<file path="src/rtl/jcsl_pkg.sv">
// Package for the joint command slew limiter: payload types, constants, register indexes.
package jcsl_pkg;

   localparam int NUM_JOINTS  = 8;
   localparam int FRAC_BITS   = 16;
   localparam int GAP_GAIN    = 10;
   // |v| < 1e-6 rad/s in fixed point: ceil(2^FRAC_BITS / 1e6) LSBs
   localparam int ZERO_THRESH = ((1 << FRAC_BITS) + 999999) / 1000000;

   localparam int JIDX_W   = (NUM_JOINTS > 1) ? $clog2(NUM_JOINTS) : 1;
   localparam int CSR_IDX_W = 4;
   localparam int CSR_DAT_W = 32;

   localparam logic [CSR_IDX_W-1:0] CSR_WRITE_ENABLE    = CSR_IDX_W'(0);
   localparam logic [CSR_IDX_W-1:0] CSR_CONTROL_RATE_HZ = CSR_IDX_W'(1);
   localparam logic [CSR_IDX_W-1:0] CSR_MAX_STEP        = CSR_IDX_W'(2);
   localparam logic [CSR_IDX_W-1:0] CSR_MAX_SPEED       = CSR_IDX_W'(3);

   typedef struct packed {
      logic [2:0]         joint_index;
      logic signed [31:0] position_command;
      logic signed [31:0] measured_position;
   } req_payload_type;

   typedef struct packed {
      logic [2:0]         joint_out;
      logic signed [31:0] limited_command;
      logic signed [31:0] vel_target;
      logic               step_was_limited;
   } rsp_payload_type;

   // Stage-one result handed to the velocity stage
   typedef struct packed {
      logic [2:0]         joint;
      logic signed [31:0] lim;
      logic signed [32:0] step;
      logic signed [32:0] gap;
      logic               limited;
   } mid_type;

endpackage

</file>
<file path="src/rtl/joint_command_slew_limiter_top.sv">
// Joint command slew limiter top level: step limit, velocity target and clamp per joint.
// An accepted req beat moves through the input, stage and result registers before rsp_valid
// rises; it then leaves the result register once rsp_stall is low.
// Throughput: one beat per cycle unless stalled, set by the per-joint command update.
// Reset: synchronous, active high; clears pipeline valids, loads register defaults and
// zeroes every stored previous command at once.
module joint_command_slew_limiter_top import jcsl_pkg::*; (
   input  logic                 clock,
   input  logic                 reset,
   input  logic                 req_valid,
   output logic                 req_stall,
   input  req_payload_type      req_payload,
   output logic                 rsp_valid,
   input  logic                 rsp_stall,
   output rsp_payload_type      rsp_payload,
   input  logic                 csr_valid,
   output logic                 csr_ready,
   input  logic [CSR_IDX_W-1:0] csr_index,
   input  logic [CSR_DAT_W-1:0] csr_data
);

   localparam int VEL_W = 48;
   localparam logic signed [VEL_W-1:0] ZT_S   = VEL_W'(ZERO_THRESH);
   localparam logic signed [VEL_W-1:0] GAIN_S = VEL_W'(GAP_GAIN);

   // ---------------- configuration registers ----------------
   logic        write_enable_ff;
   logic [13:0] control_rate_hz_ff;
   logic [30:0] max_step_ff;
   logic [30:0] max_speed_ff;

   // Accept every write beat; indexes beyond the list are dropped.
   assign csr_ready = 1'b1;

   always_ff @(posedge clock) begin
      if (reset) begin
         write_enable_ff    <= 1'b1;
         control_rate_hz_ff <= 14'd1000;
         max_step_ff        <= 31'd6554;
         max_speed_ff       <= 31'd65536;
      end else if (csr_valid && csr_ready) begin
         case (csr_index)
            CSR_WRITE_ENABLE:    write_enable_ff    <= csr_data[0];
            CSR_CONTROL_RATE_HZ: control_rate_hz_ff <= csr_data[13:0];
            CSR_MAX_STEP:        max_step_ff        <= csr_data[30:0];
            CSR_MAX_SPEED:       max_speed_ff       <= csr_data[30:0];
            default: ;
         endcase
      end
   end

   // ---------------- pipeline control ----------------
   // Three slots: input register, stage register, result register. A slot can
   // take a new beat when it is empty or its own content moves on this cycle.
   logic in_valid_ff, mid_valid_ff, out_valid_ff;
   logic out_free, mid_free, in_free;

   assign out_free  = !out_valid_ff || !rsp_stall;
   assign mid_free  = !mid_valid_ff || out_free;
   assign in_free   = !in_valid_ff || mid_free;
   assign req_stall = !in_free;
   assign rsp_valid = out_valid_ff;

   // Drop beats while writes are disabled or for joints that do not exist.
   logic req_keep;
   assign req_keep = write_enable_ff && (32'(req_payload.joint_index) < NUM_JOINTS);

   always_ff @(posedge clock) begin
      if (reset) begin
         in_valid_ff  <= 1'b0;
         mid_valid_ff <= 1'b0;
         out_valid_ff <= 1'b0;
      end else begin
         if (in_free)  in_valid_ff  <= req_valid && req_keep;
         if (mid_free) mid_valid_ff <= in_valid_ff;
         if (out_free) out_valid_ff <= mid_valid_ff;
      end
   end

   // ---------------- input register ----------------
   req_payload_type in_ff;

   always_ff @(posedge clock) begin
      if (in_free) in_ff <= req_payload;
   end

   // ---------------- stage one: step limit ----------------
   logic signed [31:0] prev_ff [NUM_JOINTS];
   logic [JIDX_W-1:0]  in_jidx;
   logic signed [31:0] prev;
   logic signed [32:0] change, stp_s, lim_wide;
   logic [32:0]        abs_change;
   mid_type            mid_in, mid_ff;

   assign in_jidx = JIDX_W'(in_ff.joint_index);
   assign prev    = prev_ff[in_jidx];

   always_comb begin
      change     = 33'(in_ff.position_command) - 33'(prev);
      stp_s      = $signed({2'b00, max_step_ff});
      abs_change = change[32] ? 33'(-change) : 33'(change);

      mid_in.joint   = in_ff.joint_index;
      mid_in.limited = abs_change > {2'b00, max_step_ff};
      // Clip the move to previous +/- max_step; the result always fits 32 bits.
      lim_wide       = change[32] ? (33'(prev) - stp_s) : (33'(prev) + stp_s);
      mid_in.lim     = mid_in.limited ? 32'(lim_wide) : in_ff.position_command;
      mid_in.step    = mid_in.limited ? (change[32] ? -stp_s : stp_s) : change;
      mid_in.gap     = 33'(mid_in.lim) - 33'(in_ff.measured_position);
   end

   // Commit the new previous command as the beat leaves the input register, so
   // a following beat to the same joint sees it in the very next cycle.
   always_ff @(posedge clock) begin
      if (reset) begin
         for (int i = 0; i < NUM_JOINTS; i++) prev_ff[i] <= '0;
      end else if (in_valid_ff && mid_free) begin
         prev_ff[in_jidx] <= mid_in.lim;
      end
   end

   always_ff @(posedge clock) begin
      if (mid_free) mid_ff <= mid_in;
   end

   // ---------------- stage two: velocity target and clamp ----------------
   logic signed [VEL_W-1:0] vel_rate, vel_gap, vel_sel, spd_s;
   logic signed [31:0]      vel_clamped;
   logic                    vel_is_zero;
   rsp_payload_type         out_ff;

   always_comb begin
      // step * rate: 33-bit signed by 15-bit signed fits 48 bits exactly
      vel_rate    = VEL_W'(mid_ff.step) * VEL_W'($signed({1'b0, control_rate_hz_ff}));
      vel_gap     = VEL_W'(mid_ff.gap) * GAIN_S;
      vel_is_zero = (vel_rate > -ZT_S) && (vel_rate < ZT_S);
      // Fall back to the position gap when the slewed velocity rounds to zero.
      vel_sel     = vel_is_zero ? vel_gap : vel_rate;
      spd_s       = $signed({17'd0, max_speed_ff});
      if (vel_sel > spd_s) begin
         vel_clamped = 32'(spd_s);
      end else if (vel_sel < -spd_s) begin
         vel_clamped = 32'(-spd_s);
      end else begin
         vel_clamped = 32'(vel_sel);
      end
   end

   // Result register: hold while the consumer stalls.
   always_ff @(posedge clock) begin
      if (out_free) begin
         out_ff.joint_out        <= mid_ff.joint;
         out_ff.limited_command  <= mid_ff.lim;
         out_ff.vel_target       <= vel_clamped;
         out_ff.step_was_limited <= mid_ff.limited;
      end
   end

   assign rsp_payload = out_ff;

`ifndef SYNTH
   // The stored command for a joint matches the beat that just advanced.
   a_prev_commit: assert property (@(posedge clock) disable iff (reset)
      in_valid_ff && mid_free |=> prev_ff[JIDX_W'(mid_ff.joint)] == mid_ff.lim)
      else $error("previous command not committed");

   // A stage beat with a free consumer reaches the result register next cycle.
   a_mid_advance: assert property (@(posedge clock) disable iff (reset)
      mid_valid_ff && !rsp_stall |=> out_valid_ff)
      else $error("stage beat lost");

   // Reset empties the pipeline.
   a_reset_empty: assert property (@(posedge clock)
      reset |=> !rsp_valid && !req_stall)
      else $error("pipeline not empty after reset");
`endif

endmodule

</file>
<file path="config.mk">
export PLATFORM = sky130hd
export DESIGN_NAME = joint_command_slew_limiter_top
export DESIGN_NICKNAME = d
export VERILOG_FILES = /design/src/rtl/jcsl_pkg.sv /design/src/rtl/joint_command_slew_limiter_top.sv
export SDC_FILE = /design/constraint.sdc
export NUM_CORES = 2
export LEC_CHECK = 0
export BUFFER_PORTS_ARGS = -buffer_cell sky130_fd_sc_hd__buf_2
export CORE_MARGIN = 5
export CORE_UTILIZATION = 40
export CTS_BUF_LIST = sky130_fd_sc_hd__clkbuf_8
export DETAILED_ROUTE_END_ITERATION = 12
export SKIP_CTS_REPAIR_TIMING = 1
export SYNTH_ARGS = -nofsm -noshare
export SYNTH_HDL_FRONTEND = slang
export SYNTH_SLANG_ARGS = --single-unit
</file>
<file path="constraint.sdc">
create_clock -name clock -period 18.16 [get_ports clock]
set_input_delay 5.448 -clock clock [delete_from_list [all_inputs] [get_ports clock]]
set_output_delay 5.448 -clock clock [all_outputs]
set_load 0.01 [all_outputs]
</file>
==> impl_results.md <==
- Final setup violation count: 0
- Number of nets produced by synthesis: about 6100
- 1st-iter DRT viols: 2836
- Maximum number of pins on one net before global-route repair: 91
- Combined buffer and inverter count along the critical path: 8
- Root buffer cell: sky130_fd_sc_hd__clkbuf_8
- Clock tree from TritonCTS: built
- Final critical path time including I/O delays and setup: 14.25 ns
- Transition time of the tightest slew-check pin: 1.214 ns
- Max transition margin: 19.07%
- Cell area after synthesis: 51180 um2
- Worst reg2reg path depth: 39
- Max-slew violation count: 0
- Number of antenna violations at the first check in global routing: 4
- Total wire length: 149900 um
- GRT overflow: 0
- Half-perimeter wire length after placement: roughly 110000 um
- Endpoint type of the worst setup path: flip-flop
- Count of warnings emitted by yosys: 0
- Num Clock Sinks: between 500 and 600
- Type of the worst setup path: flip-flop to flip-flop
- Via count of the first global-routing pass: 38235
- Async set-reset flop share out of synthesis: 0%
- Synth cell types: between 90 and 100
- Number of endpoints with negative hold slack in the final report: 0
- Upper clock frequency limit: 0.07019 GHz
- Area contributors post-synth: sky130_fd_sc_hd__edfxtp_1 (29%), sky130_fd_sc_hd__fa_1 (17%), sky130_fd_sc_hd__ha_1 (9.2%), sky130_fd_sc_hd__inv_1 (5.2%), sky130_fd_sc_hd__and2_1 (3.8%)
- Clock Latency Late Sink: between 0.8 and 0.9 ns
- Predominant post-synthesis flop cell: sky130_fd_sc_hd__edfxtp_1
- Cts bufs inserted: 97
- Setup Total Neg Slack: 0 ns
- Net count reported at finish: 6219
- Count of port buffers added during placement: roughly 180
- Number of register bits inferred by synthesis: 576
- Area Overhead vs Synth: 8.655%
- Final weighted congestion of routability-driven global placement: 0.9305
- Setup repair after global routing missed its margin: false
- Cell with the biggest individual delay on the critical path: sky130_fd_sc_hd__o41ai_1
- Highest fanout seen on the critical path: 36
- Vias: roughly 38000
- Final setup skew: between 0.06 and 0.07 ns
- Worst setup path start: mid_ff[43]
- Crit path largest cell delay: a little over 0.8 ns
- Endpoint required time on the critical path: 18.69 ns
- Worst path top cell family by delay: adder cells
- Wire per inst: 21.26 um
- Vias/cell: 5.355
- Startpoint type of the worst setup path: flip-flop
- Worst-case register-to-register setup slack: a little under 4 ns
- Portion of the post-synthesis area used by sequential elements: 32.18%
- Std-Cell Rows: 131
- Data arrival at the endpoint of the critical path: 14.77 ns
- Area of the core: 127400 um2
- Clock-pin slew reported for the worst setup and hold paths after clock tree synthesis: 0.07 ns
- DRC Markers: 0
- Die width: 367.7 um
- First-pass GRT wire length: roughly 230000 um
- Overall die area: 135200 um2
- Worst hold path depth: 0
- Synth top area share: 28.93%
- Final ANT Viol Nets: 0
- Vertical die dimension: 367.7 um
- Outcome: completed
- Launch instance of the worst register-to-register path: mid_ff[43]
- Buffer depth of the longest clock path: 3
- Worst reg2reg endpoint: rsp_payload[21]
- GRT Overall Usage: 22.13%
- Number of detailed-route iterations in the first pass: 6
- Gate count of the mapped netlist: between 5000 and 6000
- Cell taking the most area after synthesis: sky130_fd_sc_hd__edfxtp_1
- # Max-Cap Violations: 0
- Maximum level of the CTS H-tree: 3
- Initial core utilization: 40.18%
- Layout cells sized above 1: a little under 10%
- Critical path endpoint: rsp_payload[21]
- # IOs: 179
- Number of flops mapped to enable cells by yosys: around 500
- Average footprint of a synthesized cell: 9.826 um2
- Period utilization: 78.45%
- Kind of path behind the tightest hold check: flip-flop to flip-flop
- CP dominant cell by count: sky130_fd_sc_hd__fa_1
- Cell depth of the worst setup path: 39
-- kinds of logic (layout without fill, tap and decap cells) --
family	count (synthesis)	after routing	synth area share [%]
adder cells (fa/ha/maj)	805	805	25.93
buffers and inverters	949	1126	7.098
other	1	5	0.007328
multiplexers	156	156	4.653
AO/OA/AOI/OAI	778	778	9.809
flip-flops	576	576	32.18
XOR/XNOR	261	261	4.467
AND/OR/NAND/NOR	1682	1682	15.86
-- layer usage --
metal	track usage, %	up-vias	part of all wire [%]
li1	-	17679	-
met1	29.46	18767	43
met2	36.37	1131	47
met3	5.291	181	7.8
met4	5.791	0	2.6
met5	0	-	0
-- synth_stat cells, types with 76 or more instances --
master	count
sky130_fd_sc_hd__inv_1	713
sky130_fd_sc_hd__edfxtp_1	493
sky130_fd_sc_hd__nand2_1	481
sky130_fd_sc_hd__nor2_1	457
sky130_fd_sc_hd__fa_1	426
sky130_fd_sc_hd__ha_1	378
sky130_fd_sc_hd__and2_1	311
sky130_fd_sc_hd__a21oi_1	265
sky130_fd_sc_hd__xnor2_1	202
sky130_fd_sc_hd__clkbuf_1	189
sky130_fd_sc_hd__o21ai_0	124
sky130_fd_sc_hd__dfxtp_1	83
sky130_fd_sc_hd__mux2i_1	77
sky130_fd_sc_hd__a21o_1	76
-- placed cells by master, fill, tap and decap left out, types with 27 or more instances in the layout --
master / count
sky130_fd_sc_hd__a21o_1: 76
sky130_fd_sc_hd__a21oi_1: 265
sky130_fd_sc_hd__a31oi_1: 28
sky130_fd_sc_hd__and2_1: 311
sky130_fd_sc_hd__and3_1: 35
sky130_fd_sc_hd__buf_2: 175
sky130_fd_sc_hd__buf_4: 46
sky130_fd_sc_hd__clkbuf_8: 100
sky130_fd_sc_hd__dfxtp_1: 79
sky130_fd_sc_hd__edfxtp_1: 493
sky130_fd_sc_hd__fa_1: 426
sky130_fd_sc_hd__ha_1: 378
sky130_fd_sc_hd__inv_1: 746
sky130_fd_sc_hd__mux2i_1: 76
sky130_fd_sc_hd__mux4_2: 64
sky130_fd_sc_hd__nand2_1: 479
sky130_fd_sc_hd__nand2b_1: 39
sky130_fd_sc_hd__nand3_1: 75
sky130_fd_sc_hd__nand4_1: 45
sky130_fd_sc_hd__nor2_1: 455
sky130_fd_sc_hd__nor2b_1: 48
sky130_fd_sc_hd__nor3_1: 63
sky130_fd_sc_hd__nor4_1: 27
sky130_fd_sc_hd__o211ai_1: 42
sky130_fd_sc_hd__o21a_1: 52
sky130_fd_sc_hd__o21ai_0: 124
sky130_fd_sc_hd__o21bai_1: 31
sky130_fd_sc_hd__or3_1: 28
sky130_fd_sc_hd__xnor2_1: 202
sky130_fd_sc_hd__xor2_1: 59
-- metrics by stage --
stage | std cells | util (%) | worst slack [ns] | area [um2] | hold slack (ns)
after detailed placement | 6870 | 42.13 | 4.010 | 53650 | 0.4045
after global routing | 7050 | 43.66 | 2.701 | 55600 | 0.3933
final | 7051 | 43.66 | 3.914 | 55600 | 0.3959
after floorplan | 5208 | - | 5.279 | 51180 | 0.4003
after CTS | 7047 | 43.65 | 3.924 | 55590 | 0.3851
after global placement | 6870 | 42.13 | 4.115 | 53650 | 0.4037
-- final cells by class --
cell class	count	area, um2
Fill cell	12298	71750
Multi-Input combinational cell	3683	31140
Sequential cell	576	16470
Inverter	728	2735
Tap cell	1662	2079
Clock buffer	100	1376
Timing Repair Buffer	221	1221
Clock inverter	77	569.3
Antenna cell	4	10.01
-- how the worst min path moves through the flow --
stage               startpoint              end  slack, ns
floorplan            mid_ff[0]   rsp_payload[0]       0.40
global placement    mid_ff[83]  rsp_payload[49]       0.40
detailed placement  mid_ff[87]  rsp_payload[53]       0.40
CTS                 mid_ff[97]  rsp_payload[63]       0.39
global route        mid_ff[97]  rsp_payload[63]       0.39
finish              mid_ff[97]  rsp_payload[63]       0.40
-- registers in the layout, summed over array words and instances, names as in the netlist, named ones only --
name / flops
prev_ff: 256
mid_ff: 102
rsp_payload: 68
in_ff: 64
max_speed_ff: 31
max_step_ff: 31
control_rate_hz_ff: 14
in_jidx: 3
in_valid_ff: 1
mid_valid_ff: 1
req_keep: 1
rsp_valid: 1
Power is left out: the tool's default activity adds up to more than one toggle a clock period on the data nets, which glitch-free logic cannot reach.
